`src/design/assert_macros.svh`:
```
// ---------------------------------------------------------------------------
// Assertion macros
// Shared concurrent assertion wrappers for the glob pattern set matcher.
// ---------------------------------------------------------------------------
`ifndef ASSERT_MACROS_SVH
`define ASSERT_MACROS_SVH
`ifndef SYNTHESIS
// Checked on every rising edge while reset is released.
`define GPM_ASSERT_RST(lbl, clk, rst_n, prop) \
    lbl: assert property (@(posedge clk) disable iff (!rst_n) prop) \
        else $error("gpm assertion failed");
// Checked on every rising edge, reset included.
`define GPM_ASSERT_CLK(lbl, clk, prop) \
    lbl: assert property (@(posedge clk) prop) \
        else $error("gpm assertion failed");
`else
`define GPM_ASSERT_RST(lbl, clk, rst_n, prop)
`define GPM_ASSERT_CLK(lbl, clk, prop)
`endif
`endif

```
`src/design/gpm_pkg.sv`:
```
// ---------------------------------------------------------------------------
// gpm_pkg
// Constants, codes and types shared by the glob pattern set matcher modules.
// ---------------------------------------------------------------------------
`default_nettype none

package gpm_pkg;

    // Table geometry.
    localparam int NUM_PATTERNS = 16;
    localparam int PATTERN_LEN  = 63;
    localparam int CHAR_W       = 8;
    localparam int SLOT_W       = (NUM_PATTERNS > 1) ? $clog2(NUM_PATTERNS) : 1;
    localparam int POS_W        = 6;
    localparam int ROW_W        = PATTERN_LEN * CHAR_W;
    localparam int VEC_W        = PATTERN_LEN + 1;

    // Fixed field widths of the ports.
    localparam int USE_W        = 5;
    localparam int OUT_SLOT_W   = 4;
    localparam int ACT_W        = 2;

    // Command queue depth between front and back.
    localparam int QUEUE_DEPTH  = 2;

    // Special characters.
    localparam logic [CHAR_W-1:0] CH_STAR  = 8'h2A;
    localparam logic [CHAR_W-1:0] CH_QMARK = 8'h3F;
    localparam logic [CHAR_W-1:0] CH_END   = 8'h00;

    // Input action codes.
    localparam logic [ACT_W-1:0] ACT_PAT_WRITE = 2'd0;
    localparam logic [ACT_W-1:0] ACT_NAME_CHAR = 2'd1;
    localparam logic [ACT_W-1:0] ACT_NAME_END  = 2'd2;

    // Queued operation codes.
    localparam logic [1:0] OP_WRITE = 2'd0;
    localparam logic [1:0] OP_CHAR  = 2'd1;
    localparam logic [1:0] OP_END   = 2'd2;

    // One classified command as it travels through the queue.
    typedef struct packed {
        logic [1:0]        op;
        logic [SLOT_W-1:0] slot;
        logic [POS_W-1:0]  pos;
        logic [CHAR_W-1:0] char_code;
    } cmd_t;

endpackage

`default_nettype wire

```
`src/design/gpm_front.sv`:
```
// ---------------------------------------------------------------------------
// gpm_front
// Accepts input transfers, drops those without effect and classifies the rest.
// ---------------------------------------------------------------------------
`default_nettype none

module gpm_front import gpm_pkg::*; (
    input  wire logic              s_valid,
    output logic                   s_ready,
    input  wire logic [ACT_W-1:0]  s_action,
    input  wire logic [3:0]        s_slot,
    input  wire logic [POS_W-1:0]  s_position,
    input  wire logic [CHAR_W-1:0] s_char_code,
    input  wire logic              q_full,
    output logic                   push,
    output cmd_t                   push_cmd
);

    logic keep;

    // A transfer is taken whenever the queue has room.
    assign s_ready = !q_full;

    // Decide whether the item does anything and which operation it becomes.
    always_comb begin
        keep        = 1'b0;
        push_cmd.op = OP_WRITE;
        case (s_action)
            ACT_PAT_WRITE: begin
                keep        = (int'(s_position) < PATTERN_LEN) &&
                              (int'(s_slot) < NUM_PATTERNS);
                push_cmd.op = OP_WRITE;
            end
            ACT_NAME_CHAR: begin
                keep        = (s_char_code != CH_END);
                push_cmd.op = OP_CHAR;
            end
            ACT_NAME_END: begin
                keep        = 1'b1;
                push_cmd.op = OP_END;
            end
            default: begin
                keep        = 1'b0;
                push_cmd.op = OP_WRITE;
            end
        endcase
        push_cmd.slot      = SLOT_W'(s_slot);
        push_cmd.pos       = s_position;
        push_cmd.char_code = s_char_code;
    end

    assign push = s_valid && s_ready && keep;

endmodule

`default_nettype wire

```
`config.mk`:
```
export PLATFORM = sky130hd
export DESIGN_NAME = gpm_front
export DESIGN_NICKNAME = d
export VERILOG_FILES = /design/src/design/assert_macros.svh /design/src/design/gpm_pkg.sv /design/src/design/gpm_front.sv
export SDC_FILE = /design/constraint.sdc
export NUM_CORES = 1
export LEC_CHECK = 0
export BUFFER_PORTS_ARGS = -buffer_cell sky130_fd_sc_hd__buf_2
export CELL_PAD_IN_SITES_DETAIL_PLACEMENT = 0
export CELL_PAD_IN_SITES_GLOBAL_PLACEMENT = 2
export CORE_MARGIN = 3
export CORE_UTILIZATION = 10
export DETAILED_ROUTE_END_ITERATION = 7
export PLACE_DENSITY_LB_ADDON = 0.1
export SETUP_SLACK_MARGIN = 0.3
export SYNTH_ARGS = -nofsm -noshare
export SYNTH_HDL_FRONTEND = slang
export SYNTH_SLANG_ARGS = --single-unit
```
`constraint.sdc`:
```
create_clock -name vclk -period 2.9
set_input_delay 0.435 -clock vclk [all_inputs]
set_output_delay 0.435 -clock vclk [all_outputs]
set_load 0.05 [all_outputs]
```
==> After elaboration in Yosys (flattened, before gate mapping) <==
Index checks and enable logic that the tools add are counted.
{ "op_classes": {"order_cmp": 1, "n_eq_ne": 2, "n_reduce_logical": 5, "n_bitwise": 0, "add_sub_neg": 0, "n_shift": 0, "div_mod_pow": 0, "n_mux": 2, "multipliers": 0} }
{ "op_table": {"columns": ["operator", "n"], "rows": [
  ["$reduce_bool 8->1", 1],
  ["$lt 6x6->1 const B", 1],
  ["$pmux 2 s2", 1],
  ["$pmux 1 s3", 1],
  ["$eq 2x1->1 const B", 1],
  ["$eq 2x2->1 const B", 1],
  ["$logic_and 1x1->1", 2],
  ["$logic_not 2->1", 1],
  ["$logic_not 1->1", 1]
]} }
{ "totals": {"reg_bits": 0, "wordCells": 10, "latch_bits": 0, "romBits": 0, "mem_count": 0, "ram_bits": 0, "output_inout_bits": 22, "in_bits": 22} }

==> Logic depth before layout (Yosys ltp) <==
Gate-level depths: netlist of the first run.
{ "depth": {"word_depth": 3, "ltp_mapped": 3, "ltp_nobuf": 3} }

==> Least setup slack after synthesis of the first run <==
No wires, ideal clock.
{ "synth_path": {"kind": "in2out", "startpoint": "input port s_position[0]", "endpoint": "output port push", "path_buffers": 0, "path_slack_ps": 315, "stages": 3, "required_time_ps": 2465, "arrival_time_ps": 2150, "cell_sequence": "nand4_1 -> nor3_1 -> o41ai_1"} }
{ "synth_via": {"elab_chain_len": 3} }
{ "synth_rtl": {"columns": ["item", "line", "rtl"], "rows": [
  ["start: declaration", "gpm_front.sv:12", "input wire logic [POS_W-1:0] s_position,"],
  ["$lt 6x6->1", "gpm_front.sv:30", "keep = (int'(s_position) < PATTERN_LEN) &&"],
  ["$pmux 1 s3", "gpm_front.sv:28", "case (s_action)"],
  ["$logic_and 1x1->1", "gpm_front.sv:52", "assign push = s_valid && s_ready && keep;"],
  ["end: declaration", "gpm_front.sv:15", "output logic push,"]
]} }
No other way between the ends.

==> Final worst setup path of the first run <==
{ "layout_path": {"startpoint": "input port s_char_code[5]", "endpoint": "output port push"} }
{ "layout_via": {"elab_chain_len": 3} }
{ "layout_rtl": {"columns": ["item", "line", "rtl"], "rows": [
  ["start: declaration", "gpm_front.sv:13", "input wire logic [CHAR_W-1:0] s_char_code,"],
  ["$reduce_bool 8->1", "gpm_front.sv:35", "keep = (s_char_code != CH_END);"],
  ["$pmux 1 s3", "gpm_front.sv:28", null],
  ["$logic_and 1x1->1", "gpm_front.sv:52", null]
]} }
No other way between the ends.

==> impl_metrics.json, run 1 <==
{
  "status": "finished clean",
  "yosysTopAreaCell": "buf_4",
  "fmax_ghz": 0.487,
  "seq_cells": 0,
  "ir_worst_vdd_uv": 54.9,
  "p_per_area_nw_per_um2": 283,
  "drc": 0,
  "max_stage_delay_ps": 540,
  "yosysMostFrequentCell": "buf_4",
  "via_per_inst": 3.26,
  "synth-compound-area-share_pct": 8.64,
  "crit_slowest_cell": "or4_1",
  "layout.cells.non_filler": 72,
  "nClkBuffers": 0,
  "setup_tns_ps": 0,
  "synth_simple_gate_area_share_pct": 21.0,
  "start_util_pct": 11.1,
  "drt-initial-drc-count": 3,
  "yosysSeqAreaShare_pct": 0,
  "required_ps": 2470,
  "antenna_left": 0,
  "maxCapViolations": 0,
  "critPathLaunchType": "input port",
  "synthAdderAreaFrac_pct": 0,
  "maxSlewViolCount": 0,
  "relSlewSlack_pct": 80.9,
  "placed_area_um2": 279,
  "synth_area_leaders": "buf_4 (67%), or4_1 (7.4%), nor2b_1 (6.2%)",
  "wl_per_cell_um": 8.61,
  "numPortBuffers": 36,
  "overflow": 0,
  "final_hold_viol_count": 0,
  "synth_commonest_cells": "buf_4 (18), inv_1 (2), nor2b_1 (2), or4_1 (2)",
  "die_w_um": 51.0,
  "grt_usage_pct": 3.94,
  "grt_max_degree": 4,
  "cellLeakagePower_nw": 0.167,
  "cp.arrival_ps": 1620,
  "hold_path_depth": 0,
  "critical_path_class": "in -> out",
  "fillers": 227,
  "grt_pass1_vias": 206,
  "utilization_pct": 15.3,
  "rows": 15,
  "syn_area_um2": 203,
  "synth_top_family_by_area": "buffers and inverters",
  "whs_ps": 870,
  "fin_crit_sh_pct": 70.8,
  "top_level_ports": 44,
  "end_kind": "output pin",
  "antenna_found_initial": 0,
  "die_h_um": 51.0,
  "synth-warning-count": 0,
  "finalSetupViolations": 0,
  "synthMuxAreaShare_pct": 0,
  "coreArea_um2": 1820,
  "syn_avg_cell_area_um2": 6.99,
  "place_congestion": 0.672,
  "nets": 71,
  "grt_setup_unrepaired": "false",
  "placed_cells": 72,
  "finish.instance_area_um2": 279,
  "hp-class": "in -> out",
  "regArea_um2": 0,
  "cts_hold_buf": 0,
  "path_cells": "buf_2 -> or4_1 -> o2111ai_1 -> o41ai_1 -> buf_2",
  "cts_resized": 0,
  "ys_types": 9,
  "cts_setup_buffers": 0,
  "path_common_cell": "buf_2",
  "synth_xor_area_share_pct": 0,
  "period_needed_ps": 2050,
  "grt_pass1_wl_um": 834,
  "worst_pin_slew_ps": 283,
  "path_max_fanout": 2,
  "area_delta_synth_final_pct": 37.7,
  "vias": 235,
  "drt-pass1-iter-count": 4,
  "antenna_cells": 0,
  "totalWireLength_um": 620,
  "dieArea_um2": 2600,
  "drive_above_1_share_pct": 76.6,
  "yosys.area.top_type_share_pct": 66.7,
  "syn_inst": 29,
  "synth_nets": 51
}
-- final cells by class --
cell class | instances | area, um2 | share of cell area (%)
inverters | 2 | 7.51 | 2.69
multi-input cells | 9 | 60.1 | 21.5
well taps | 25 | 31.3 | 11.2
repair buffers | 36 | 180 | 64.6
-- routing by layer --
| layer | vias to the layer above | track usage [%] | share of wire [%] |
|---|---|---|---|
| li1 | 118 | - | - |
| met1 | 94 | 4.17 | 34 |
| met2 | 21 | 8.58 | 52 |
| met4 | 0 | 0.448 | 0.81 |
| met5 | - | 0 | 0 |
| met3 | 2 | 0 | 13 |
-- cells in the final DEF (no fill, tap or decap), drive strengths merged --
master and count:
nor3 1, nand4 1, buf 36, nand2 1, o2111ai 1, inv 2
or4 2, o41ai 1, nor2b 2
-- path summary, 6_finish.rpt --
| kind | from | end | slack, ps |
|---|---|---|---|
| max | s_char_code[5] | push | 850 |
| min | s_slot[1] | push_cmd[15] | 870 |
-- logic make-up (layout without fill, tap and decap cells) --
kind of cell / Yosys count / in the layout
AND/OR/NAND/NOR: 7 / 7
AO/OA/AOI/OAI: 2 / 2
buffers and inverters: 20 / 38
-- per-stage QoR --
step / setup slack, ps / power [mW]
after global placement: 866 / 0.0796
after floorplan: 315 / 0.0816
final: 847 / 0.0790
after CTS: 836 / 0.0795
after global routing: 788 / 0.0825
after detailed placement: 849 / 0.0794
-- critical path, delay by kind of cell --
kind,cells,cell delay (ps)
simple gates,1,540
buf+inv,2,320
compound gates,2,320
-- power breakdown --
| part | switching, mW | total, mW | internal, mW |
|---|---|---|---|
| clock network | 0 | 0 | 0 |
| registers | 0 | 0 | 0 |
| logic | 0.0595 | 0.0790 | 0.0195 |
No activity file was read; power rests on OpenSTA's default activity.
==> run 2: changes to the inputs <==
- ABC_AREA: default -> 1
- clock period: 2.9 -> 1.7 ns (I/O delays scaled with it)
==> run 2 against run 1 <==
Net effect:
- area after synthesis grew 17%
- die area rose by 15%
- clock-buffer cell count stayed put
- utilization is 0.27 points higher
- via count rose by 8.5%
- flip-flop and latch count unchanged
- combinational power grew 84%
- design area increased by 17%
- wire length fell by 3.1%
- non-clock buffer count stayed put
==> impl_metrics.json, run 2 <==
{
  "p_per_area_nw_per_um2": 442,
  "grt_setup_unrepaired": "false",
  "grt_usage_pct": 3.24,
  "place_congestion": 0.546,
  "end_kind": "output pin",
  "final_cell_mix": "buf_2 (36), nor2_1 (7), nand2_1 (6)",
  "die_h_um": 54.6,
  "hp-class": "in -> out",
  "worst_pin_slew_ps": 255,
  "cts_hold_buf": 0,
  "totalWireLength_um": 601,
  "area_delta_synth_final_pct": 38.6,
  "synth-warning-count": 0,
  "die_w_um": 54.6,
  "antenna_found_initial": 0,
  "drc": 0,
  "ys_types": 10,
  "finalSetupViolations": 0,
  "placed_cells": 85,
  "via_per_inst": 3.00,
  "grt_max_degree": 3,
  "nClkBuffers": 0,
  "syn_avg_cell_area_um2": 5.91,
  "antenna_left": 0,
  "final_hold_viol_count": 0,
  "fmax_ghz": 0.782,
  "synth_nets": 62,
  "min-delay-start": "s_slot[3]",
  "grt_pass1_vias": 199,
  "start_util_pct": 11.3,
  "coreArea_um2": 2100,
  "setup_tns_ps": 0,
  "drive_above_1_share_pct": 70.7,
  "fin_crit_sh_pct": 75.2,
  "yosysTopAreaCell": "buf_4",
  "seq_cells": 0,
  "place_hpwl_um": 589,
  "maxCapViolations": 0,
  "dieArea_um2": 2980,
  "utilization_pct": 15.6,
  "cts_setup_buffers": 0,
  "cellLeakagePower_nw": 0.203,
  "drt-pass1-iter-count": 1,
  "period_needed_ps": 1280,
  "cts_resized": 0,
  "critPathLaunchType": "input port",
  "status": "finished clean",
  "ir_worst_vdd_uv": 95.1,
  "antenna_cells": 0,
  "relSlewSlack_pct": 83.1,
  "path_max_fanout": 2,
  "syn_area_um2": 236,
  "wl_per_cell_um": 7.07,
  "synth_commonest_cells": "buf_4 (18), nor2_1 (7), nand2_1 (6)",
  "syn_inst": 40,
  "numPortBuffers": 36,
  "required_ps": 1440,
  "placed_area_um2": 328,
  "rows": 16,
  "nets": 82,
  "mostFrequentLayoutCell": "buf_2",
  "regArea_um2": 0,
  "overflow": 0,
  "yosys.area.top_type_share_pct": 57.1,
  "maxSlewViolCount": 0,
  "cp.arrival_ps": 1020,
  "drt-initial-drc-count": 0,
  "grt_pass1_wl_um": 765,
  "finish.instance_area_um2": 328,
  "hold_path_depth": 0,
  "synth_area_leaders": "buf_4 (57%), nor2_1 (11%), nand2_1 (9.5%)",
  "layout.cells.non_filler": 85,
  "vias": 255,
  "yosysMostFrequentCell": "buf_4",
  "top_level_ports": 44,
  "finalPower_mw": 0.145,
  "hold_end": "push_cmd[17]",
  "yosysSeqAreaShare_pct": 0,
  "critical_path_class": "in -> out"
}
==> run 2: critical path, stage by stage <==
cell and delay, ps:
buf_2 120, inv_2 40, nand2_2 40, nor2_1 30
nand2_1 40, nand2_1 80, a21oi_4 140, buf_2 270
==> run 2: area by class of cell <==
type,instances,area [um2]
inverters,4,15.0
fillers,269,1770
well taps,27,33.8
multi-input cells,18,98.8
repair buffers,36,180
==> run 2: power breakdown <==
| part | internal, mW | switching, mW | total, mW | leakage [nW] |
|---|---|---|---|---|
| clock | 0 | 0 | 0 | 0 |
| sequential | 0 | 0 | 0 | 0 |
| combinational | 0.0369 | 0.108 | 0.145 | 0.203 |
==> run 2: metrics by stage <==
step                setup WS (ps)  hold WS (ps)
finish                        421           510
floorplan                     341           571
global route                  302           510
CTS                           403           511
global placement              392           511
detailed placement            406           511
==> run 2: metal layers <==
metal  track usage (%)  vias up  routed length [um]
met5                 0        -                   0
met2              5.12       23                 250
met3             0.545        2                 119
met4              1.24        0                   4
met1              4.33       92                 227
li1                  -      138                   -
==> run 2: kinds of logic after synthesis <==
family,synth area share [%]
compound gates,5.82
buf+inv,63.5
simple gates,30.7
==> run 2: worst max path at each step <==
stage,to,startpoint,cells after the start,slack (ps)
3_3_place_gp,push,s_char_code[5],6,390
2_1_floorplan,push,s_action[0],4,340
6_report,push,s_action[1],8,420
5_1_grt,push,s_char_code[4],6,300
3_5_place_dp,push,s_action[1],8,410
4_1_cts,push,s_action[1],8,400
==> run 3: changes to the inputs <==
- clock period: 1.7 -> 1.3 ns (I/O delays scaled with it)
==> run 3 against run 2 <==
Net effect:
- setup slack got worse by 150 ps
- combinational power rose by 63%
- wire length rose by 20%
- flip-flop and latch count did not move
- critical path depth fell by 2
- highest routed layer is now met3
- worst hold slack got worse by 120 ps
- non-clock buffer count rose by 1
- design area rose by 43%
- die area did not move
- total power rose by 63%
- via count rose by 5.5%
- utilization rose by 6.7 points
==> impl_metrics.json, run 3 (synthesis results as in run 2) <==
{
  "totalWireLength_um": 720,
  "nClkBuffers": 0,
  "wl_per_cell_um": 8.37,
  "max_stage_delay_ps": 170,
  "fmax_ghz": 0.975,
  "critPathBufInv": 2,
  "grt_pass1_wl_um": 834,
  "regArea_um2": 0,
  "grt_pass1_vias": 221,
  "via_per_inst": 3.13,
  "min-delay-start": "s_slot[0]",
  "ir_worst_vdd_uv": 135,
  "grt_usage_pct": 3.64,
  "antenna_found_initial": 0,
  "power_frac_clock_pct": 0,
  "power_frac_seq_pct": 0,
  "cts_hold_buf": 0,
  "rows": 16,
  "placed_area_um2": 350,
  "finish.instance_area_um2": 469,
  "path_max_fanout": 2,
  "final_cell_mix": "buf_2 (24), buf_6 (11), nor2_4 (4), nand2_1 (4), nand2_2 (3)",
  "finalSetupViolations": 0,
  "overflow": 0,
  "cellLeakagePower_nw": 0.235,
  "fin_crit_sh_pct": 78.9,
  "nets": 83,
  "worst_pin_slew_ps": 256,
  "setup_tns_ps": 0,
  "crit_slowest_cell": "o21ai_2",
  "hp-class": "in -> out",
  "drive_above_1_share_pct": 88.1,
  "critPathLaunchType": "input port",
  "swShare_pct": 65.8,
  "coreArea_um2": 2100,
  "critical_path_class": "in -> out",
  "p_per_area_nw_per_um2": 503,
  "antenna_cells": 0,
  "crit_path_start": "s_char_code[6]",
  "antenna_left": 0,
  "dieArea_um2": 2980,
  "maxCapViolations": 0,
  "end_kind": "output pin",
  "drt-initial-drc-count": 1,
  "relSlewSlack_pct": 83.1,
  "start_util_pct": 11.3,
  "vias": 269,
  "seq_cells": 0,
  "drc": 0,
  "drt-pass1-iter-count": 2,
  "die_w_um": 54.6,
  "path_common_cell": "buf_6",
  "path_cells": "buf_6 -> nor2_4 -> nand2_2 -> o21ai_2 -> a21oi_4 -> buf_6",
  "place_congestion": 0.537,
  "required_ps": 1110,
  "status": "finished clean",
  "hold_end": "push_cmd[14]",
  "finalPower_mw": 0.236,
  "comb_power_share_pct": 100.0,
  "power.switching_mw": 0.155,
  "die_h_um": 54.6,
  "crit_family": "buffers and inverters",
  "area_delta_synth_final_pct": 98.4,
  "grt_max_degree": 3,
  "numPortBuffers": 36,
  "top_level_ports": 44,
  "mostFrequentLayoutCell": "buf_2",
  "grt_setup_unrepaired": "true",
  "period_needed_ps": 1030,
  "internal-power_mw": 0.0808,
  "final_hold_viol_count": 0,
  "place_hpwl_um": 632,
  "cp.arrival_ps": 830,
  "maxSlewViolCount": 0,
  "hold_path_depth": 0
}
## run 3: cell count changes in the layout (fill, tap and decap cells not counted), sizes merged
cell	delta
buf	+1
clkinvlp	+1
inv	-1
## run 3: power groups by stage
stage	Clock, mW	Combinational [mW]	Sequential [mW]
floorplan	0	0.198	0
global placement	0	0.201	0
detailed placement	0	0.200	0
CTS	0	0.223	0
global route	0	0.249	0
finish	0	0.236	0
## run 3: worst max-delay path by stage
| stage | slack, ps | to | cells past startpoint |
|---|---|---|---|
| global placement | 110 | push | 8 |
| floorplan | 120 | push | 4 |
| CTS | 250 | push | 7 |
| global route | 250 | push | 8 |
| detailed placement | 110 | push | 6 |
| finish | 270 | push | 6 |
## run 3: stage by stage
stage | std cells | util (%) | setup slack [ps] | hold slack [ps]
after floorplan | 40 | - | 117 | 447
after global placement | 85 | 16.7 | 113 | 391
after detailed placement | 85 | 16.7 | 110 | 391
after CTS | 86 | 20.1 | 247 | 391
after global routing | 86 | 22.3 | 247 | 390
final | 86 | 22.3 | 274 | 390
## run 3: repair_timing
| item | in CTS | in global routing |
|---|---|---|
| setup buffers | 1 | 0 |
| pin swaps | 7 | 8 |
| gates resized for setup | 16 | 10 |
| hold endpoints to repair | 0 | 0 |
| setup endpoints to repair | 1 | 1 |
## run 3: layout make-up
cell class	instances	area, um2
Tap cell	27	33.8
Inverter	4	33.8
Multi-Input combinational cell	18	135
Fill cell	253	1630
Timing Repair Buffer	37	267
## run 3: metal layers
layer	wire length (um)	vias to the layer above	GRT usage [%]	part of all wire, %
met2	394	19	8.27	55
li1	-	138	-	-
met1	197	112	3.04	27
met5	0	-	0	0
met3	128	0	0.817	18
met4	0	0	0.415	0
