[src/design/assert_macros.svh]
// ---------------------------------------------------------------------------
// Assertion macros
// Shared concurrent assertion wrappers for the glob pattern set matcher.
// ---------------------------------------------------------------------------
`ifndef ASSERT_MACROS_SVH
`define ASSERT_MACROS_SVH
`ifndef SYNTHESIS
// Checked on every rising edge while reset is released.
`define GPM_ASSERT_RST(lbl, clk, rst_n, prop) \
    lbl: assert property (@(posedge clk) disable iff (!rst_n) prop) \
        else $error("gpm assertion failed");
// Checked on every rising edge, reset included.
`define GPM_ASSERT_CLK(lbl, clk, prop) \
    lbl: assert property (@(posedge clk) prop) \
        else $error("gpm assertion failed");
`else
`define GPM_ASSERT_RST(lbl, clk, rst_n, prop)
`define GPM_ASSERT_CLK(lbl, clk, prop)
`endif
`endif

[src/design/gpm_pkg.sv]
// ---------------------------------------------------------------------------
// gpm_pkg
// Constants, codes and types shared by the glob pattern set matcher modules.
// ---------------------------------------------------------------------------
`default_nettype none

package gpm_pkg;

    // Table geometry.
    localparam int NUM_PATTERNS = 16;
    localparam int PATTERN_LEN  = 63;
    localparam int CHAR_W       = 8;
    localparam int SLOT_W       = (NUM_PATTERNS > 1) ? $clog2(NUM_PATTERNS) : 1;
    localparam int POS_W        = 6;
    localparam int ROW_W        = PATTERN_LEN * CHAR_W;
    localparam int VEC_W        = PATTERN_LEN + 1;

    // Fixed field widths of the ports.
    localparam int USE_W        = 5;
    localparam int OUT_SLOT_W   = 4;
    localparam int ACT_W        = 2;

    // Command queue depth between front and back.
    localparam int QUEUE_DEPTH  = 2;

    // Special characters.
    localparam logic [CHAR_W-1:0] CH_STAR  = 8'h2A;
    localparam logic [CHAR_W-1:0] CH_QMARK = 8'h3F;
    localparam logic [CHAR_W-1:0] CH_END   = 8'h00;

    // Input action codes.
    localparam logic [ACT_W-1:0] ACT_PAT_WRITE = 2'd0;
    localparam logic [ACT_W-1:0] ACT_NAME_CHAR = 2'd1;
    localparam logic [ACT_W-1:0] ACT_NAME_END  = 2'd2;

    // Queued operation codes.
    localparam logic [1:0] OP_WRITE = 2'd0;
    localparam logic [1:0] OP_CHAR  = 2'd1;
    localparam logic [1:0] OP_END   = 2'd2;

    // One classified command as it travels through the queue.
    typedef struct packed {
        logic [1:0]        op;
        logic [SLOT_W-1:0] slot;
        logic [POS_W-1:0]  pos;
        logic [CHAR_W-1:0] char_code;
    } cmd_t;

endpackage

`default_nettype wire

[src/design/gpm_queue.sv]
// ---------------------------------------------------------------------------
// gpm_queue
// Short command FIFO that decouples the front from the matching engine.
// ---------------------------------------------------------------------------
`default_nettype none
`include "assert_macros.svh"

module gpm_queue import gpm_pkg::*; (
    input  wire logic aclk,
    input  wire logic aresetn,
    input  wire logic push,
    input  wire cmd_t push_cmd,
    output logic      full,
    input  wire logic pop,
    output logic      empty,
    output cmd_t      head_cmd
);

    localparam int PTR_W = (QUEUE_DEPTH > 1) ? $clog2(QUEUE_DEPTH) : 1;
    localparam int CNT_W = $clog2(QUEUE_DEPTH + 1);

    cmd_t             entry_reg [QUEUE_DEPTH];
    logic [PTR_W-1:0] wr_ptr_reg, wr_ptr_next;
    logic [PTR_W-1:0] rd_ptr_reg, rd_ptr_next;
    logic [CNT_W-1:0] count_reg, count_next;

    assign full     = (count_reg == CNT_W'(QUEUE_DEPTH));
    assign empty    = (count_reg == '0);
    assign head_cmd = entry_reg[rd_ptr_reg];

    // Pointer and fill count update.
    always_comb begin
        wr_ptr_next = wr_ptr_reg;
        rd_ptr_next = rd_ptr_reg;
        count_next  = count_reg;
        if (push) begin
            wr_ptr_next = (wr_ptr_reg == PTR_W'(QUEUE_DEPTH - 1)) ? '0 : wr_ptr_reg + 1'b1;
        end
        if (pop) begin
            rd_ptr_next = (rd_ptr_reg == PTR_W'(QUEUE_DEPTH - 1)) ? '0 : rd_ptr_reg + 1'b1;
        end
        if (push && !pop) begin
            count_next = count_reg + 1'b1;
        end else if (pop && !push) begin
            count_next = count_reg - 1'b1;
        end
    end

    always_ff @(posedge aclk) begin
        if (!aresetn) begin
            wr_ptr_reg <= '0;
            rd_ptr_reg <= '0;
            count_reg  <= '0;
        end else begin
            wr_ptr_reg <= wr_ptr_next;
            rd_ptr_reg <= rd_ptr_next;
            count_reg  <= count_next;
        end
    end

    // Storage needs no reset.
    always_ff @(posedge aclk) begin
        if (push) begin
            entry_reg[wr_ptr_reg] <= push_cmd;
        end
    end

    `GPM_ASSERT_RST(a_no_overflow, aclk, aresetn, push |-> (!full || pop))
    `GPM_ASSERT_RST(a_no_underflow, aclk, aresetn, pop |-> !empty)
    `GPM_ASSERT_RST(a_count_range, aclk, aresetn, count_reg <= CNT_W'(QUEUE_DEPTH))

endmodule

`default_nettype wire

[config.mk]
export PLATFORM = sky130hd
export DESIGN_NAME = gpm_queue
export DESIGN_NICKNAME = d
export VERILOG_FILES = /design/src/design/gpm_pkg.sv /design/src/design/gpm_queue.sv
export VERILOG_INCLUDE_DIRS = /design/src /design/src/design
export SDC_FILE = /design/constraint.sdc
export NUM_CORES = 1
export LEC_CHECK = 0
export BUFFER_PORTS_ARGS = -buffer_cell sky130_fd_sc_hd__buf_4
export CAP_MARGIN = 20
export CORE_MARGIN = 4
export CORE_UTILIZATION = 54
export DETAILED_ROUTE_END_ITERATION = 8
export PLACE_DENSITY = 0.94
export RECOVER_POWER = 100
export SLEW_MARGIN = 20
export SYNTH_ARGS = -nofsm -noshare
export SYNTH_HDL_FRONTEND = slang
export SYNTH_SLANG_ARGS = --single-unit
[constraint.sdc]
create_clock -name aclk -period 2.9 [get_ports aclk]
set_clock_uncertainty 0.15 [all_clocks]
set_input_delay 0.145 -clock aclk [delete_from_list [all_inputs] [get_ports aclk]]
set_output_delay 0.145 -clock aclk [all_outputs]
set_load 0.05 [all_outputs]
* Word level (Yosys, flattened, before mapping) *
Memories as Yosys holds them, arrays and structs flattened. A register that Yosys moved wholly into a read port is not among the register bits.
Cells that the tools add are included.

operators by class
  $add $sub $neg = 4
  multipliers = 0
  div/mod/pow operators = 0
  order comparisons = 0
  equality and inequality tests = 1
  shift operators = 0
  muxes and demuxes = 8
  bitwise logic cells = 0
  reduce and logical (&&, ||, !) cells = 6

operators with widths
  cell                                                                 count
  1-bit 2-to-1 mux                                                     6
  2-bit 2-to-1 mux                                                     2
  1-bit adder (second input constant)                                  2
  2-bit by 1-bit adder with 2-bit output (second input constant)       1
  2-bit equality test (second input constant)                          1
  1-bit logical AND                                                    2
  1-bit zero test                                                      2
  2-bit zero test                                                      1
  2-bit nonzero test                                                   1
  2-bit by 1-bit subtractor with 2-bit output (second input constant)  1

word-level totals
  flip-flop bits (word level) = 4
  latch bits = 0
  memory bits (writable) = 40
  memory bits (read-only) = 0
  bits of input ports = 24
  output and inout bits = 22
  logic and storage cells = 23
  memories = 1

memories
  memory     depth  width  read ports  clocked after memory_dff  write ports  line             source
  entry_reg  2      20     1           1                         1            gpm_queue.sv:22  cmd_t entry_reg [QUEUE_DEPTH];

* Depth between registers and ports, before layout *
Gate-level depths: netlist of the first run.

  depth in word-level cells = 4
  depth in mapped cells = 5
  depth with buffers taken out = 5

* Least setup slack after synthesis of the first run *
Ideal clock, no wire load.

  path type = reg-to-reg
  start point = reg wr_ptr_reg
  end point = mem entry_reg[0][0] in the netlist's numbering (enable)
  library setup time = 400 ps
  arrival = 1,253 ps
  data required time = 2,350 ps
  path slack = 1,097 ps
  cell stages (with the launch flop) = 2
  path buffers = 0
  period minus slack after synthesis = 1,803 ps
  cells stage by stage = dfxtp_1 -> nor2b_1

RTL lines
  item                    line             source
  start, declared         gpm_queue.sv:23  logic [PTR_W-1:0] wr_ptr_reg, wr_ptr_next;
  start signal, assigned  gpm_queue.sv:55  wr_ptr_reg <= wr_ptr_next;
  end, declared           gpm_queue.sv:22

No word-level cell before the write port.

==> results.cfg, run 1 <==
[status]
status = completed

[route]
wl_per_cell_um = 16.7
vias = 960
drc = 0
drtPass1Iterations = 4
drt_iter0_drc = 45
routed_wl_mm = 3.16
detail-route-antenna-nets = 0
viasPerCell = 5.08

[global_route]
grt.total_usage_pct = 17.5
grt_max_degree = 22
gr-total-overflow = 0
antenna_found_initial = 0
grt_first_pass_wirelength_mm = 5.20
grt_pass1_vias = 1129

[place]
gp_congestion = 0.656
io_buffers = 45
placed_area_um2 = 2020
dp_hpwl_mm = 1.93

[worst_setup_path]
cp_max_fo = 20
crit_type = register to primary output
critPathRequiredTime_ps = 2610
end_kind = primary output
cp-start-kind = register
crit_arrival_ps = 2040

[logic_synthesis]
synth.avg_cell_area_um2 = 19.7
yosys_warnings = 0
netlist_instances = 84
ys_types = 16
ys_seq_elements = 45
synth_nets = 109
yosysSeqAreaShare_pct = 78.6
syn-cell-area_um2 = 1660

[layout]
area_growth_pct = 33.2
drive_gt1_share_pct = 27.8
final_cell_area_um2 = 2200
num-nets-final = 182
fillers = 200
final_util_pct = 77.3
diodes = 0
largest_reg_flops = 40

[timing]
slew_viol_final = 0
setup-tns-final_ps = 0
fmax_ghz = 0.428
worst_slew_pin_slew_ps = 1320
period_minus_slack_ps = 2330
grt_setup_unrepaired = false
max_slew_margin_pct = 11.9
finalCritPeriodShare_pct = 80.5
hold_violations = 0
finalSetupViolCount = 0

[die]
rows = 19
core-area_um2 = 2850
die_w_um = 63.4
die_h_um = 63.4
boundaryPins = 46
die_area_um2 = 4020
start_util_pct = 58.0

[clocking]
post_cts_resized = 0
ctsHoldBuffers = 23
cts_buffers = 5
cts.sinks = 45
htree_levels = 2
cts_tree = yes
cts_max_path_buffers = 2
insertion_delay_ps = 330
clockRootBuffer = clkbuf_4
path_clk_slew_ps = 110
postCtsSetupBuffers = 0

[pwr]
power_density_nw_per_um2 = 604
vdd.ir_drop.worst_mv = 0.495
p_leak_nw = 0.784

[worst_hold_path]
min_path_type = register to register

[run]
maxCapViolCount = 0
## cell usage in the layout (no fill, tap or decap), drive strengths merged, types with 2 or more instances in the layout
| cell type | n |
|---|---|
| and2 | 4 |
| clkbuf | 52 |
| dfxtp | 5 |
| dlygate4sd3 | 23 |
| edfxtp | 40 |
| mux2 | 20 |
| nor2b | 2 |
| xor2 | 2 |
## cells by family after synthesis
logic type	Yosys count	synth area share (%)
DFF	45	78.6
adders and majority gates	1	0.756
and+or+nand+nor	9	3.40
muxes	20	13.6
xor gates and xnor gates	3	1.59
AOI/OAI and AO/OA	3	1.21
buffers and inverters	3	0.831
## cell usage after synthesis (all sizes together)
cell    count  area (um2)
edfxtp     40        1200
mux2       20         225
dfxtp       5         100
and2        4        25.0
buf         2        10.0
nor2b       2        12.5
xor2        2        17.5
a21boi      1        7.51
and2b       1        8.76
ha          1        12.5
inv         1        3.75
nor2        1        3.75
o21a        1        7.51
o21ai       1        5.00
or3         1        6.26
xnor2       1        8.76
## final timing paths
kind	from	to	slack, ps	depth (start not counted)
min	count_reg[1]	count_reg[1]	390	2
max reg2reg	wr_ptr_reg	entry_reg[1][17]	980	1
min reg2reg	count_reg[1]	count_reg[1]	390	2
max	register	head_cmd[2]	570	2
## per-stage QoR
stage | hold WS, ps | setup WS, ps | total power, mW | instances
after detailed placement | 183 | 1090 | 1.06 | 158
after global placement | 180 | 1110 | 1.05 | 158
after CTS | 364 | 715 | 1.37 | 189
after global routing | 374 | 443 | 1.39 | 189
final | 386 | 565 | 1.33 | 189
after floorplan | 93.9 | 1100 | 0.967 | 84
## final cells by class
class                           instances  area [um2]  area share, %
Timing Repair Buffer                   68         459           20.8
Tap cell                               31        38.8           1.76
Inverter                                1        3.75          0.170
Multi-Input combinational cell         36         343           15.6
Clock buffer                            8        58.8           2.67
Sequential cell                        45        1300           59.0
## report_power, final
| group | internal, mW | switching [mW] | total, mW |
|---|---|---|---|
| registers | 0.746 | 0.0225 | 0.768 |
| clock network | 0.120 | 0.175 | 0.295 |
| logic | 0.0899 | 0.178 | 0.268 |
## per-layer routing
layer  wire, um  GRT usage, %  up-vias  share of wire, %
met5          0             0        -                 0
met2       1910          34.9       26                61
met3        144          4.44        7               4.6
li1           -             -      464                 -
met4         61          9.16        0               1.9
met1       1040          15.3      463                33
## critical path, cell delays in order, from the launching register on
cell and delay, ps:
dfxtp_1 910, mux2_2 300, clkbuf_1 480
(Power assumes the default switching activity.)
==> run 2, diff against run 1 <==
--- a/config.mk
+++ b/config.mk
@@ -9,9 +9,9 @@
 export BUFFER_PORTS_ARGS = -buffer_cell sky130_fd_sc_hd__buf_4
 export CAP_MARGIN = 20
 export CORE_MARGIN = 4
-export CORE_UTILIZATION = 54
+export CORE_UTILIZATION = 45
 export DETAILED_ROUTE_END_ITERATION = 8
-export PLACE_DENSITY = 0.94
+export PLACE_DENSITY = 0.85
 export RECOVER_POWER = 100
 export SLEW_MARGIN = 20
 export SYNTH_ARGS = -nofsm -noshare
==> constraint.sdc (replaced) <==
create_clock -name aclk -period 1.9 [get_ports aclk]
set_clock_uncertainty 0.15 [all_clocks]
set_input_delay 0.095 -clock aclk [delete_from_list [all_inputs] [get_ports aclk]]
set_output_delay 0.095 -clock aclk [all_outputs]
set_load 0.05 [all_outputs]
==> run 2 against run 1 <==
Against the previous run:
- combinational power up 71%
- clock power up 80%
- die area up 17%
- non-clock buffer count up 3
- final cell count up 9.5%
- worst setup slack worse by 460 ps
- flip-flop and latch count unchanged
- largest cell class unchanged
- largest power group unchanged
==> results.cfg, run 2 (synthesis gave the netlist of run 1 again) <==
[clocking]
post_cts_resized = 0
path_clk_slew_ps = 70
clockRootBuffer = clkbuf_8
cts.sinks = 45
cts_max_path_buffers = 2
postCtsSetupBuffers = 0
ctsHoldBuffers = 23
cts_tree = yes
htree_levels = 2
cts_buffers = 5
insertion_delay_ps = 290

[worst_setup_path]
cpMaxStageDelayCell = mux2_2
crit_type = register to primary output
cp_max_fo = 18
path_buf_inv = 2
crit_chain = clkbuf_4 > mux2_2 > buf_4
crit_arrival_ps = 1550
cpPeakStageDelay_ps = 390
rr_startpoint = wr_ptr_reg
end_kind = primary output
cp_top_family = buffers and inverters
cp-start-kind = register
critPathRequiredTime_ps = 1650

[die]
core-area_um2 = 3440
start_util_pct = 48.1
die_h_um = 68.7
boundaryPins = 46
die_w_um = 68.7
die_area_um2 = 4710
rows = 21

[layout]
fillers = 244
largest_reg_flops = 40
post_layout_nonfiller_instances = 207
multi_input_area_um2 = 343
area_growth_pct = 40.4
layout_commonest_cell = edfxtp_1
drive_gt1_share_pct = 39.1
num-nets-final = 185
diodes = 0
regArea_um2 = 1300
final_cell_mix = edfxtp_1, dlygate4sd3_1, mux2_2

[route]
vias = 971
viasPerCell = 4.69
drt_iter0_drc = 54
wl_per_cell_um = 15.0
routed_wl_mm = 3.10
drtPass1Iterations = 4
drc = 0
detail-route-antenna-nets = 0

[place]
dp.cells = 176
gp_congestion = 0.635
dp_hpwl_mm = 2.00
io_buffers = 45

[global_route]
gr-total-overflow = 0
grt_first_pass_wirelength_mm = 4.51
grt_pass1_vias = 976
grt_max_degree = 22
grt.total_usage_pct = 13.9
antenna_found_initial = 0

[timing]
setup-tns-final_ps = 0
fmax_ghz = 0.556
slew_viol_final = 0
max_slew_margin_pct = 60.4
period_minus_slack_ps = 1800
finalCritPeriodShare_pct = 94.6
hold_violations = 0
finalSetupViolCount = 0
worst_slew_pin_slew_ps = 597
grt_setup_unrepaired = false

[pwr]
power.total_mw = 2.15
p_leak_nw = 0.865
power_density_nw_per_um2 = 924
vdd.ir_drop.worst_mv = 0.433

[status]
status = completed

[run]
maxCapViolCount = 0

[worst_hold_path]
hp-start = count_reg[1]
min_path_type = register to register
-- run 2: cell count changes in the layout (fill, tap and decap cells not counted), sizes merged --
| cell | before | now |
|---|---|---|
| clkbuf | 52 | 39 |
| buf | 1 | 14 |
| clkinv | 0 | 3 |
-- run 2: routing by layer --
| metal | up-vias | global-route usage, % | routed length [um] | share of wire [%] |
|---|---|---|---|---|
| met1 | 469 | 15.2 | 1220 | 39 |
| met3 | 5 | 3.08 | 180 | 5.8 |
| met5 | - | 0 | 0 | 0 |
| met4 | 0 | 8.93 | 70 | 2.3 |
| met2 | 28 | 24.3 | 1630 | 53 |
| li1 | 469 | - | - | - |
-- run 2: stage by stage --
| step | instance area [um2] | worst slack, ps | hold WS, ps | util, % |
|---|---|---|---|---|
| 2_1_floorplan | 1660 | 97.0 | 43.9 | - |
| 3_3_place_gp | 2070 | 489 | 130 | 60.0 |
| 3_5_place_dp | 2070 | 454 | 135 | 60.0 |
| 4_1_cts | 2380 | 129 | 364 | 69.1 |
| 5_1_grt | 2320 | 43.9 | 389 | 67.5 |
| 6_report | 2320 | 103 | 373 | 67.5 |
-- run 2: power breakdown --
part | internal [mW] | switching [mW]
logic | 0.172 | 0.286
clock network | 0.247 | 0.284
registers | 1.14 | 0.0202
-- run 2: path summary, 6_finish.rpt --
check | endpoint | slack (ps) | cells past startpoint
max | head_cmd[12] | 100 | 3
min | count_reg[1] | 370 | 2
max reg2reg | entry_reg[1][11] | 440 | 2
min reg2reg | count_reg[1] | 370 | 2
-- run 2: cell type report --
type / count / area share (%)
clock buffer: 5 / 2.96
clock inverter: 3 / 0.539
inverter: 1 / 0.162
multi-input combinational: 36 / 14.8
sequential: 45 / 56.0
tap: 46 / 2.48
timing repair buffer: 71 / 23.1
-- run 2: worst min-delay path, delay by kind of cell, from the launching register on --
kind,cells,cell delay [ps]
flip-flops,1,330
AO/OA/AOI/OAI,2,150
==> run 3, diff against run 2 <==
--- a/config.mk
+++ b/config.mk
@@ -6,12 +6,12 @@
 export SDC_FILE = /design/constraint.sdc
 export NUM_CORES = 1
 export LEC_CHECK = 0
+export ABC_AREA = 1
 export BUFFER_PORTS_ARGS = -buffer_cell sky130_fd_sc_hd__buf_4
-export CAP_MARGIN = 20
-export CORE_MARGIN = 4
-export CORE_UTILIZATION = 45
+export CORE_MARGIN = 2
+export CORE_UTILIZATION = 46
 export DETAILED_ROUTE_END_ITERATION = 8
-export PLACE_DENSITY = 0.85
+export PLACE_DENSITY = 0.86
 export RECOVER_POWER = 100
 export SLEW_MARGIN = 20
 export SYNTH_ARGS = -nofsm -noshare
==> run 3 against run 2 <==
Against the previous run:
- register-to-register slack barely moved
- flip-flop and latch count did not move
- count of clock-buffer cells in the layout did not move
- non-clock buffer count rose by 2
==> results.cfg, run 3 <==
[place]
gp_congestion = 0.588
dp_hpwl_mm = 1.94
io_buffers = 45

[layout]
final_cell_mix = edfxtp_1, clkbuf_4, dlygate4sd3_1
drive_gt1_share_pct = 38.9
diodes = 0
area_growth_pct = 40.6
num-nets-final = 200
largest_reg_flops = 40
layout_commonest_cell = edfxtp_1

[timing]
finalSetupViolCount = 0
fmax_ghz = 0.560
grt_setup_unrepaired = false
finalCritPeriodShare_pct = 93.9
setup-tns-final_ps = 0
hold_violations = 0
slew_viol_final = 0
period_minus_slack_ps = 1780
max_slew_margin_pct = 60.3
worst_slew_pin_slew_ps = 598

[die]
boundaryPins = 46
start_util_pct = 47.9
die_w_um = 65.8
die_area_um2 = 4320
core-area_um2 = 3660
rows = 22
die_h_um = 65.8

[route]
detail-route-antenna-nets = 0
viasPerCell = 4.60
drtPass1Iterations = 4
drt_iter0_drc = 19
routed_wl_mm = 3.05
vias = 1026
wl_per_cell_um = 13.7
drc = 0

[pwr]
p_seq_share_pct = 50.9
combPwrFrac_pct = 19.7
p_leak_nw = 1.01
p_int_mw = 1.70
p_clk_share_pct = 29.5
swShare_pct = 25.2
power_density_nw_per_um2 = 922
power.total_mw = 2.27
vdd.ir_drop.worst_mv = 0.377
p_sw_mw = 0.574

[global_route]
gr-total-overflow = 0
grt_max_degree = 21
grt_pass1_vias = 1081
grt_first_pass_wirelength_mm = 4.80
grt.total_usage_pct = 15.8
antenna_found_initial = 0

[logic_synthesis]
synthFlopType = edfxtp_1
yosys.area_share.simple_pct = 4.42
syn-cell-area_um2 = 1750
netlist_instances = 97
ys_types = 14
synth_compound_area_share_pct = 0.571
yosys.area.top_type_share_pct = 68.5
yosysSeqAreaShare_pct = 74.2
synth_enable_flop_cells = 40
synth.avg_cell_area_um2 = 18.1
yosys_warnings = 0
synth_area_leaders = edfxtp_1, mux2_4, dfxtp_1, nor2_1, inv_1
ys_top_cells_by_count = edfxtp_1, mux2_4, nor2_1, inv_1, nand2_1
synth-xor-area-share_pct = 0
synthAdderAreaFrac_pct = 0.713
ys_seq_elements = 45
synthMuxAreaShare_pct = 17.1
synth_nets = 122
yosysTopAreaCell = edfxtp_1
synth-async-reset-ratio_pct = 0
synth_top_family_by_area = multiplexers
synth.most_common_cell = edfxtp_1

[clocking]
cts_buffers = 5
post_cts_resized = 0
cts_tree = yes
clockRootBuffer = clkbuf_8
htree_levels = 2
cts.sinks = 45
path_clk_slew_ps = 80
insertion_delay_ps = 280
cts_max_path_buffers = 2
postCtsSetupBuffers = 0

[worst_setup_path]
cp_max_fo = 20
crit_type = register to primary output
critPathRequiredTime_ps = 1650
r2r_cells = 3
end_kind = primary output
crit_arrival_ps = 1540
cp-start-kind = register

[worst_hold_path]
min_path_cells = 2
min_path_type = register to register

[run]
maxCapViolCount = 0

[status]
status = completed
==> run 3: cell count changes after synthesis, moves of 4 or more <==
cell,before,now
and2_1,4,0
inv_1,1,7
mux2_2,20,0
mux2_4,0,20
nand2_1,0,7
nor2_1,1,9
==> run 3: critical path, stage by stage (launching register included) <==
cell      delay [ps]
dfxtp_1          320
clkbuf_4         390
mux2_4           340
clkbuf_4         210
==> run 3: logic make-up after synthesis <==
| group | after synthesis |
|---|---|
| buffers and inverters | 10 |
| and+or+nand+nor | 19 |
| adders and majority gates | 1 |
| muxes | 20 |
| DFF | 45 |
| AOI/OAI and AO/OA | 2 |
==> run 3: layout make-up <==
class / count / area [um2]
Timing Repair Buffer: 73 / 568
Clock inverter: 2 / 35.0
Sequential cell: 45 / 1300
Tap cell: 48 / 60.1
Clock buffer: 5 / 68.8
Inverter: 8 / 30.0
Multi-Input combinational cell: 42 / 403
Fill cell: 251 / 1190
==> run 3: timing repair <==
action / in CTS / in global routing
setup endpoints to repair: 0 / 0
hold buffers: 25 / 0
hold endpoints to repair: 45 / 0
==> run 3: layer usage <==
layer	wire, um	global-route usage (%)	vias up	part of all wire [%]
met5	0	0	-	0
met4	14	5.47	0	0.46
met3	153	4.62	2	5.0
met2	1810	31.7	32	59
met1	1080	14.7	490	35
li1	-	-	502	-
==> run 3: power by group through the flow <==
| stage | sequential, mW | combinational [mW] | clock, mW |
|---|---|---|---|
| CTS | 1.16 | 0.470 | 0.685 |
| global route | 1.16 | 0.472 | 0.723 |
| finish | 1.16 | 0.447 | 0.670 |
| global placement | 1.17 | 0.415 | 0 |
| floorplan | 1.17 | 0.298 | 0 |
| detailed placement | 1.18 | 0.427 | 0 |
==> run 3: stage by stage <==
stage          instances  utilization (%)  hold slack [ps]  area (um2)  setup WS [ps]
2_1_floorplan         97                -             43.9        1750            171
3_3_place_gp         191             58.9              131        2150            500
3_5_place_dp         191             58.9              134        2150            483
4_1_cts              223             68.5              376        2510            165
5_1_grt              223             67.4              395        2470           48.0
6_report             223             67.4              381        2470            116
==> run 3: worst paths after layout <==
check	startpoint	to	slack (ps)
setup / recovery	register	head_cmd[19]	120
setup reg to reg	wr_ptr_reg	entry_reg[1][11]	440
hold / removal	count_reg[0]	count_reg[0]	380
hold reg to reg	count_reg[0]	count_reg[0]	380
